<file path="src/cfdc_pkg.sv">
// shared types, constants and the crc step for the can frame datagram checker
`timescale 1ns / 1ps
package cfdc_pkg;

    // header layout and check constants
    localparam int          HDR_LEN    = 10;
    localparam logic [15:0] MAGIC_WORD = 16'h2934;
    localparam logic [15:0] CRC_INIT   = 16'hFFFF;
    localparam logic [15:0] CRC_POLY   = 16'h1021;
    localparam logic [7:0]  FD_MASK    = 8'h01;

    // header byte positions
    localparam logic [6:0] POS_MAGIC_LO = 7'd0;
    localparam logic [6:0] POS_MAGIC_HI = 7'd1;
    localparam logic [6:0] POS_CRC_LO   = 7'd2;
    localparam logic [6:0] POS_CRC_HI   = 7'd3;
    localparam logic [6:0] POS_FLAGS    = 7'd4;
    localparam logic [6:0] POS_ID_LO    = 7'd6;
    localparam logic [6:0] POS_ID_HI    = 7'd9;

    // result status codes
    typedef enum logic [1:0] {
        ST_OK        = 2'd0,
        ST_SHORT     = 2'd1,
        ST_BAD_MAGIC = 2'd2,
        ST_BAD_CRC   = 2'd3
    } t_status;

    // one finished datagram, handed from the front to the back
    typedef struct packed {
        t_status     status;
        logic [31:0] id;
        logic        fd;
        logic [6:0]  plen;
        logic        bank;
    } t_desc;

    // crc-16 ccitt, msb first, one byte
    function automatic logic [15:0] crc_byte(input logic [15:0] crc_in, input logic [7:0] b);
        logic [15:0] c;
        c = crc_in ^ {b, 8'h00};
        for (int k = 0; k < 8; k++) begin
            if (c[15]) begin
                c = {c[14:0], 1'b0} ^ CRC_POLY;
            end else begin
                c = {c[14:0], 1'b0};
            end
        end
        return c;
    endfunction

endpackage

</file>
<file path="src/can_frame_datagram_checker_top.sv">
// top level of the can frame datagram checker
`timescale 1ns / 1ps
//  channel | dir | handshake               | tdata / tuser / tlast
//  s       | in  | i_s_tvalid, o_s_tready  | tdata byte_in, tlast end_of_datagram
//  m       | out | o_m_tvalid, i_m_tready  | tdata id/fd/length/byte/pos, tuser status,
//          |     |                         | tlast final_result
//
//  the front takes one byte per cycle while o_s_tready is high and decides the
//  frame on its final byte; the back emits one result per cycle while i_m_tready
//  is high, from a two-bank payload memory through memory read and output register
//  a datagram with n data bytes drains as n results (one for a status result)
//  o_s_tready drops while two finished datagrams wait in the descriptor queue
//  reset is synchronous and active low; the payload memory is not cleared
module can_frame_datagram_checker_top #(
    parameter int MAX_PAYLOAD = 64
) (
    input  logic        i_clk,
    input  logic        i_rst_n,
    input  logic        i_s_tvalid,
    output logic        o_s_tready,
    input  logic [7:0]  i_s_tdata,  // [7:0] byte_in
    input  logic        i_s_tlast,  // end_of_datagram
    output logic        o_m_tvalid,
    input  logic        i_m_tready,
    output logic [55:0] o_m_tdata,  // [31:0] frame_id, [32] fd_frame,
                                    // [39:33] payload_length, [47:40] payload_byte,
                                    // [53:48] byte_position, [55:54] zero
    output logic [1:0]  o_m_tuser,  // [1:0] status
    output logic        o_m_tlast   // final_result
);
    import cfdc_pkg::*;

    localparam int IW = $clog2(MAX_PAYLOAD);

    logic          wr_en;
    logic [IW:0]   wr_addr;
    logic [7:0]    wr_data;
    logic          push;
    logic          pop;
    logic          avail;
    logic          full;
    t_desc         desc;
    t_desc         head;

    logic [1:0]    status;
    logic [31:0]   id;
    logic          fd;
    logic [6:0]    plen;
    logic [7:0]    pbyte;
    logic [5:0]    pos;

    assign o_s_tready = ~full;

    cfdc_front #(.MAX_PAYLOAD(MAX_PAYLOAD)) u_front (
        .i_clk     (i_clk),
        .i_rst_n   (i_rst_n),
        .i_valid   (i_s_tvalid),
        .i_ready   (o_s_tready),
        .i_byte    (i_s_tdata),
        .i_last    (i_s_tlast),
        .o_wr_en   (wr_en),
        .o_wr_addr (wr_addr),
        .o_wr_data (wr_data),
        .o_push    (push),
        .o_desc    (desc)
    );

    cfdc_queue u_queue (
        .i_clk   (i_clk),
        .i_rst_n (i_rst_n),
        .i_push  (push),
        .i_desc  (desc),
        .i_pop   (pop),
        .o_head  (head),
        .o_avail (avail),
        .o_full  (full)
    );

    cfdc_back #(.MAX_PAYLOAD(MAX_PAYLOAD)) u_back (
        .i_clk     (i_clk),
        .i_rst_n   (i_rst_n),
        .i_wr_en   (wr_en),
        .i_wr_addr (wr_addr),
        .i_wr_data (wr_data),
        .i_head    (head),
        .i_avail   (avail),
        .o_pop     (pop),
        .o_valid   (o_m_tvalid),
        .i_ready   (i_m_tready),
        .o_status  (status),
        .o_id      (id),
        .o_fd      (fd),
        .o_plen    (plen),
        .o_byte    (pbyte),
        .o_pos     (pos),
        .o_fin     (o_m_tlast)
    );

    // result packing
    assign o_m_tdata = {2'b00, pos, pbyte, plen, fd, id};
    assign o_m_tuser = status;

endmodule

</file>
<file path="src/cfdc_front.sv">
// front end: header parse, running crc, payload write and frame verdict
`timescale 1ns / 1ps
module cfdc_front #(
    parameter int MAX_PAYLOAD = 64
) (
    input  logic                                i_clk,
    input  logic                                i_rst_n,
    input  logic                                i_valid,
    input  logic                                i_ready,
    input  logic [7:0]                          i_byte,
    input  logic                                i_last,
    output logic                                o_wr_en,
    output logic [$clog2(MAX_PAYLOAD):0]        o_wr_addr,
    output logic [7:0]                          o_wr_data,
    output logic                                o_push,
    output cfdc_pkg::t_desc                     o_desc
);
    import cfdc_pkg::*;

    localparam int          IW    = $clog2(MAX_PAYLOAD);
    localparam logic [6:0]  LIMIT = 7'(MAX_PAYLOAD + HDR_LEN);
    localparam logic [6:0]  HDR7  = 7'(HDR_LEN);

    logic [6:0]  r_seen,  n_seen;
    logic [15:0] r_magic, n_magic;
    logic [15:0] r_rxcrc, n_rxcrc;
    logic [15:0] r_crc,   n_crc;
    logic        r_fd,    n_fd;
    logic [31:0] r_id,    n_id;
    logic        r_bank;

    logic       acc;
    logic       keep;
    logic [6:0] pidx;
    logic [6:0] id_sh;

    assign acc   = i_valid & i_ready;
    assign keep  = r_seen < LIMIT;
    assign pidx  = r_seen - HDR7;
    assign id_sh = r_seen - POS_ID_LO;

    // header capture and crc over the kept bytes past the crc field
    always_comb begin
        n_seen  = r_seen;
        n_magic = r_magic;
        n_rxcrc = r_rxcrc;
        n_crc   = r_crc;
        n_fd    = r_fd;
        n_id    = r_id;
        if (keep) begin
            n_seen = r_seen + 7'd1;
            if (r_seen == POS_MAGIC_LO) begin
                n_magic[7:0] = i_byte;
            end else if (r_seen == POS_MAGIC_HI) begin
                n_magic[15:8] = i_byte;
            end else if (r_seen == POS_CRC_LO) begin
                n_rxcrc[7:0] = i_byte;
            end else if (r_seen == POS_CRC_HI) begin
                n_rxcrc[15:8] = i_byte;
            end else begin
                n_crc = crc_byte(r_crc, i_byte);
                if (r_seen == POS_FLAGS) begin
                    n_fd = |(i_byte & FD_MASK);
                end else if (r_seen >= POS_ID_LO && r_seen <= POS_ID_HI) begin
                    n_id[8*id_sh[1:0] +: 8] = i_byte;
                end
            end
        end
    end

    // payload byte into the current bank
    assign o_wr_en   = acc & keep & (r_seen >= HDR7);
    assign o_wr_addr = {r_bank, pidx[IW-1:0]};
    assign o_wr_data = i_byte;

    // verdict on the final byte
    always_comb begin
        o_desc.id   = 32'd0;
        o_desc.fd   = 1'b0;
        o_desc.plen = 7'd0;
        o_desc.bank = r_bank;
        if (n_seen < HDR7) begin
            o_desc.status = ST_SHORT;
        end else if (n_magic != MAGIC_WORD) begin
            o_desc.status = ST_BAD_MAGIC;
        end else if (n_rxcrc != n_crc) begin
            o_desc.status = ST_BAD_CRC;
        end else begin
            o_desc.status = ST_OK;
            o_desc.id     = n_id;
            o_desc.fd     = n_fd;
            o_desc.plen   = n_seen - HDR7;
        end
    end

    assign o_push = acc & i_last;

    // per-datagram state
    always_ff @(posedge i_clk) begin
        if (!i_rst_n) begin
            r_seen  <= 7'd0;
            r_magic <= 16'd0;
            r_rxcrc <= 16'd0;
            r_crc   <= CRC_INIT;
            r_fd    <= 1'b0;
            r_id    <= 32'd0;
            r_bank  <= 1'b0;
        end else if (acc) begin
            if (i_last) begin
                r_seen  <= 7'd0;
                r_magic <= 16'd0;
                r_rxcrc <= 16'd0;
                r_crc   <= CRC_INIT;
                r_fd    <= 1'b0;
                r_id    <= 32'd0;
                r_bank  <= ~r_bank;
            end else begin
                r_seen  <= n_seen;
                r_magic <= n_magic;
                r_rxcrc <= n_rxcrc;
                r_crc   <= n_crc;
                r_fd    <= n_fd;
                r_id    <= n_id;
            end
        end
    end

    // byte count never runs past the kept length
    a_seen_bound: assert property (@(posedge i_clk) disable iff (!i_rst_n)
        r_seen <= LIMIT)
        else $error("front byte count beyond limit");

endmodule

</file>
<file path="src/cfdc_queue.sv">
// two-entry descriptor queue between front and back
`timescale 1ns / 1ps
module cfdc_queue (
    input  logic            i_clk,
    input  logic            i_rst_n,
    input  logic            i_push,
    input  cfdc_pkg::t_desc i_desc,
    input  logic            i_pop,
    output cfdc_pkg::t_desc o_head,
    output logic            o_avail,
    output logic            o_full
);
    import cfdc_pkg::*;

    t_desc      r_ent [2];
    logic       r_wp;
    logic       r_rp;
    logic [1:0] r_cnt;

    assign o_head  = r_ent[r_rp];
    assign o_avail = r_cnt != 2'd0;
    assign o_full  = r_cnt == 2'd2;

    // entry storage
    always_ff @(posedge i_clk) begin
        if (i_push) begin
            r_ent[r_wp] <= i_desc;
        end
    end

    // pointers and fill count
    always_ff @(posedge i_clk) begin
        if (!i_rst_n) begin
            r_wp  <= 1'b0;
            r_rp  <= 1'b0;
            r_cnt <= 2'd0;
        end else begin
            if (i_push) begin
                r_wp <= ~r_wp;
            end
            if (i_pop) begin
                r_rp <= ~r_rp;
            end
            r_cnt <= r_cnt + {1'b0, i_push} - {1'b0, i_pop};
        end
    end

    a_no_overflow: assert property (@(posedge i_clk) disable iff (!i_rst_n)
        !(i_push && o_full))
        else $error("descriptor pushed into full queue");

    a_no_underflow: assert property (@(posedge i_clk) disable iff (!i_rst_n)
        !(i_pop && !o_avail))
        else $error("descriptor popped from empty queue");

endmodule

</file>
<file path="src/cfdc_back.sv">
// back end: payload memory, result sequencing and output register
`timescale 1ns / 1ps
module cfdc_back #(
    parameter int MAX_PAYLOAD = 64
) (
    input  logic                         i_clk,
    input  logic                         i_rst_n,
    input  logic                         i_wr_en,
    input  logic [$clog2(MAX_PAYLOAD):0] i_wr_addr,
    input  logic [7:0]                   i_wr_data,
    input  cfdc_pkg::t_desc              i_head,
    input  logic                         i_avail,
    output logic                         o_pop,
    output logic                         o_valid,
    input  logic                         i_ready,
    output logic [1:0]                   o_status,
    output logic [31:0]                  o_id,
    output logic                         o_fd,
    output logic [6:0]                   o_plen,
    output logic [7:0]                   o_byte,
    output logic [5:0]                   o_pos,
    output logic                         o_fin
);
    import cfdc_pkg::*;

    localparam int IW = $clog2(MAX_PAYLOAD);

    // two banks so one datagram fills while the other drains
    logic [7:0] r_mem [2**(IW+1)];

    logic [IW-1:0] r_idx;
    logic          issue;
    logic          fin;
    logic          out_slot;
    logic          s1_ready;

    // read stage
    logic          r_s1_vld;
    logic [7:0]    r_rd_data;
    logic [1:0]    r_s1_status;
    logic [31:0]   r_s1_id;
    logic          r_s1_fd;
    logic [6:0]    r_s1_plen;
    logic          r_s1_use;
    logic [5:0]    r_s1_pos;
    logic          r_s1_fin;

    // output register
    logic          r_o_vld;
    logic [1:0]    r_o_status;
    logic [31:0]   r_o_id;
    logic          r_o_fd;
    logic [6:0]    r_o_plen;
    logic [7:0]    r_o_byte;
    logic [5:0]    r_o_pos;
    logic          r_o_fin;

    assign out_slot = !r_o_vld || i_ready;
    assign s1_ready = !r_s1_vld || out_slot;
    assign issue    = i_avail && s1_ready;
    assign fin      = (i_head.status != ST_OK) || (i_head.plen == 7'd0) ||
                      ((7'(r_idx) + 7'd1) == i_head.plen);
    assign o_pop    = issue && fin;

    // payload memory
    always_ff @(posedge i_clk) begin
        if (i_wr_en) begin
            r_mem[i_wr_addr] <= i_wr_data;
        end
        if (issue) begin
            r_rd_data <= r_mem[{i_head.bank, r_idx}];
        end
    end

    // result index within the current datagram
    always_ff @(posedge i_clk) begin
        if (!i_rst_n) begin
            r_idx <= '0;
        end else if (issue) begin
            r_idx <= fin ? '0 : r_idx + 1'b1;
        end
    end

    // read stage fields
    always_ff @(posedge i_clk) begin
        if (!i_rst_n) begin
            r_s1_vld <= 1'b0;
        end else begin
            r_s1_vld <= issue || (r_s1_vld && !out_slot);
        end
        if (issue) begin
            r_s1_status <= i_head.status;
            r_s1_id     <= i_head.id;
            r_s1_fd     <= i_head.fd;
            r_s1_plen   <= i_head.plen;
            r_s1_use    <= (i_head.status == ST_OK) && (i_head.plen != 7'd0);
            r_s1_pos    <= 6'(r_idx);
            r_s1_fin    <= fin;
        end
    end

    // output register
    always_ff @(posedge i_clk) begin
        if (!i_rst_n) begin
            r_o_vld <= 1'b0;
        end else if (out_slot) begin
            r_o_vld <= r_s1_vld;
        end
        if (out_slot && r_s1_vld) begin
            r_o_status <= r_s1_status;
            r_o_id     <= r_s1_id;
            r_o_fd     <= r_s1_fd;
            r_o_plen   <= r_s1_plen;
            r_o_byte   <= r_s1_use ? r_rd_data : 8'd0;
            r_o_pos    <= r_s1_pos;
            r_o_fin    <= r_s1_fin;
        end
    end

    assign o_valid  = r_o_vld;
    assign o_status = r_o_status;
    assign o_id     = r_o_id;
    assign o_fd     = r_o_fd;
    assign o_plen   = r_o_plen;
    assign o_byte   = r_o_byte;
    assign o_pos    = r_o_pos;
    assign o_fin    = r_o_fin;

    // a held read stage stays full while the output is stalled
    a_s1_hold: assert property (@(posedge i_clk) disable iff (!i_rst_n)
        (r_s1_vld && !out_slot) |=> r_s1_vld)
        else $error("read stage dropped while output stalled");

    // an error status is always the only result of its datagram
    a_err_single: assert property (@(posedge i_clk) disable iff (!i_rst_n)
        (issue && i_head.status != ST_OK) |-> o_pop)
        else $error("error status without pop");

endmodule
</file>
<file path="config.mk">
export PLATFORM = sky130hd
export DESIGN_NAME = can_frame_datagram_checker_top
export DESIGN_NICKNAME = d
export VERILOG_FILES = /design/src/cfdc_pkg.sv /design/src/can_frame_datagram_checker_top.sv /design/src/cfdc_front.sv /design/src/cfdc_queue.sv /design/src/cfdc_back.sv
export SDC_FILE = /design/constraint.sdc
export NUM_CORES = 2
export LEC_CHECK = 0
export BUFFER_PORTS_ARGS = -buffer_cell sky130_fd_sc_hd__buf_2
export CORE_MARGIN = 8
export CORE_UTILIZATION = 40
export CTS_BUF_LIST = sky130_fd_sc_hd__clkbuf_4 sky130_fd_sc_hd__clkbuf_8 sky130_fd_sc_hd__clkbuf_16
export DETAILED_ROUTE_END_ITERATION = 10
export HOLD_SLACK_MARGIN = 0.06
export PLACE_DENSITY_LB_ADDON = 0.05
export SLEW_MARGIN = 20
export SYNTH_ARGS = -nofsm -noshare
export SYNTH_HDL_FRONTEND = slang
export SYNTH_SLANG_ARGS = --single-unit
export TNS_END_PERCENT = 30
</file>
<file path="constraint.sdc">
create_clock -name i_clk -period 9.9 [get_ports i_clk]
set_input_delay 1.98 -clock i_clk [delete_from_list [all_inputs] [get_ports i_clk]]
set_output_delay 1.98 -clock i_clk [all_outputs]
set_load 0.02 [all_outputs]
</file>
==> out/qor.txt <==
Post-synth EDFFs - 1225
layout cells sized above 1 - 27.9%
Post-Synthesis Cells - 2640
Via Count - 25.3k
top-area cell type share of the netlist area - 70.2%
RSZ-0062 raised after global routing - false
drt wl/cell - 28.2 µm
Netlist Area Pre-Place - 0.0524 mm²
Final setup viols - 0
crit path time final - 5.19 ns
Synth cell types - 60
leading area contributor after synthesis - edfxtp_1
initial antenna violation count - 9
setup ws final - 4.71 ns
global-route met2 utilization - 28.1%
Crit Path Class - in2reg
Worst Path Required - 10.36 ns
synth top area cells - edfxtp_1 70%, mux4_2 14%, dfxtp_1 3.9%
CP max FO - 73
CP Launch Type - primary input
post-synthesis sequential area ratio - 74.1%
CTS Buffer Depth - 3
TritonRoute pass-1 iters - 5
worst hold-check slack - 0.412 ns
total grt overflow - 0
post-synthesis async set-or-reset flop share - 0%
met3 Resource Use GR - 3.89%
Rows - 133
Slew HR - 23.7%
iteration-0 DRC count of the detailed router - 2147
post-route ant nets - 0
Hold EP - u_back.o_id[15]
Placer Congestion - 0.782
Layout area overhead - 13.6%
largest net degree at the start of global routing - 89
Hold Crit Class - reg2reg
cts repair resizes - 0
hold path startpoint - u_back.r_s1_id[15]
postcts setup bufs - 0
R2R setup slack - 4.85 ns
clk slew on worst S/H paths - 0.06 ns
post-DR vias/cell - 5.48
Total GRT Usage - 18.1%
Clock Skew - 0.0211 ns
Pins Over Slew Limit - 0
Seq cells post-synth - 1327
Global Route met1 Usage - 25.8%
clk_lat worst skew - 0.76 ns
final period utilization - 52.4%
Ys Warns - 0
nets@finish - 2771
Leak - 18.0 nW
max_cap viols - 0
Die ar. - 0.143 mm²
Post-synth top cells - 1225 x edfxtp_1, 336 x mux4_2, 162 x nor2_1, 107 x clkbuf_1, 102 x dfxtp_1
DP Area - 0.0547 mm²
first-pass GRT wire length - 188 mm
core area - 0.131 mm²
crit end category - register
mean area per synthesized cell - 19.9 µm²
hold path depth - 0
via count of the first global-routing pass - 26.0k
r2r endpoint - u_queue.r_ent[1][42]
drt total wl - 130 mm
I/O pin count - 74
worst vdd ir - 164 µV
final instance area - 0.0595 mm²
Max Clk Rate - 0.193 GHz
Port Buffers - 71
chip height - 378 µm
H-tree depth - 4
PwrDens - 234 mW/mm²
status - finished, final reports clean
CTS tree - done
gr busiest metal - met2
# DRC - 0
Main synth FF type - edfxtp_1
Root Buffer - clkbuf_16
Die X - 378 µm
dpl hpwl - 78.0 mm
Final Hold Viols - 0
Place WS - 3.88 ns
setup TNS - 0 ns
clk sink count - 1327
Worst Tran Pin Value - 1.14 ns
Initial Util - 40.1%
CTS Hold Buffers Added - 0
reg-to-reg startpoint - u_front.r_seen[1]
most frequent cell after synthesis - edfxtp_1
FF-to-FF path depth - 11
CP Data Arrival Time - 5.65 ns
Num CTS Buffers - 147
worst max-delay path by stage:
stage	slack, ns	start	end
after global routing	4.49	i_s_tdata[2]	u_queue.r_ent[1][42]
after floorplan	3.42	i_m_tready	u_queue.r_cnt[1]
final	4.71	i_s_tdata[2]	u_queue.r_ent[1][42]
after CTS	4.71	u_front.r_seen[1]	u_queue.r_ent[1][42]
after global placement	3.89	i_s_tdata[2]	u_queue.r_ent[0][42]
after detailed placement	3.88	i_s_tdata[2]	u_queue.r_ent[0][42]
through the flow:
stage | util, % | total power, mW | cells
2_1_floorplan | - | 8.00 | 2641
3_3_place_gp | 41.9 | 8.74 | 4355
3_5_place_dp | 41.9 | 8.75 | 4355
4_1_cts | 45.5 | 14.2 | 4620
5_1_grt | 45.5 | 14.5 | 4620
6_report | 45.5 | 14.0 | 4622
placed cells by master, fill, tap and decap left out, types with 48 or more instances in the layout:
master	Yosys	final
a22oi_1	66	66
nor2_1	162	160
buf_2	1	63
nand2_1	61	56
dfxtp_1	102	97
buf_4	3	48
mux4_2	336	336
nor2b_1	82	81
edfxtp_1	1225	1225
mux2_2	50	50
clkbuf_16	0	153
critical path, stage by stage:
cell,delay [ns]
buf_4,0.54
buf_4,0.81
inv_1,0.22
nor4b_1,0.32
a21oi_1,0.11
a21oi_1,0.15
o211ai_1,0.12
or4_2,0.69
buf_4,0.35
nor2b_1,0.25
layout make-up:
class | instances | area (µm²)
Fill cell | 11024 | 71300
Sequential cell | 1327 | 38800
Multi-Input combinational cell | 1149 | 13000
Clock buffer | 191 | 4130
Tap cell | 1755 | 2200
Timing Repair Buffer | 112 | 696
Clock inverter | 74 | 641
Inverter | 12 | 45.0
Antenna cell | 2 | 5.00
power by group:
part           leakage [nW]  switching [mW]  internal, mW
clock network          2.39            2.16          3.22
logic                  3.84            1.17         0.921
registers              11.8          0.0913          6.39
total                  18.0            3.43          10.5
kinds of logic after synthesis:
group | after synthesis | share of synthesized area (%)
compound gates | 170 | 2.16
xor+xnor | 66 | 1.16
fa+ha+maj | 9 | 0.215
buf+inv | 165 | 1.29
flops | 1327 | 74.1
mux | 412 | 16.0
other cells | 1 | 0.00716
simple gates | 490 | 5.04
state kept, by name, indices dropped and copies added (netlist names), 6 cells and up, named ones only:
name              cells
u_back.r_s1_pos       6
u_front.r_id         32
u_front.r_rxcrc      16
u_back.r_s1_plen      7
u_queue.r_ent        86
u_back.r_rd_data      8
u_back.o_byte         8
u_back.r_idx          6
u_front.r_seen        7
u_back.o_plen         7
u_front.r_magic      16
u_back.o_pos          6
u_back.o_id          32
u_front.r_crc        16
u_back.r_s1_id       32
u_back.r_mem       1024
metal layers:
layer,wire length (µm),up-vias,part of all wire (%)
met5,0,-,0
met4,3500,0,2.7
met3,7350,183,5.6
met2,60500,688,46
met1,59000,13493,45
li1,-,10968,-
No activity file was read; power rests on OpenSTA's default activity.
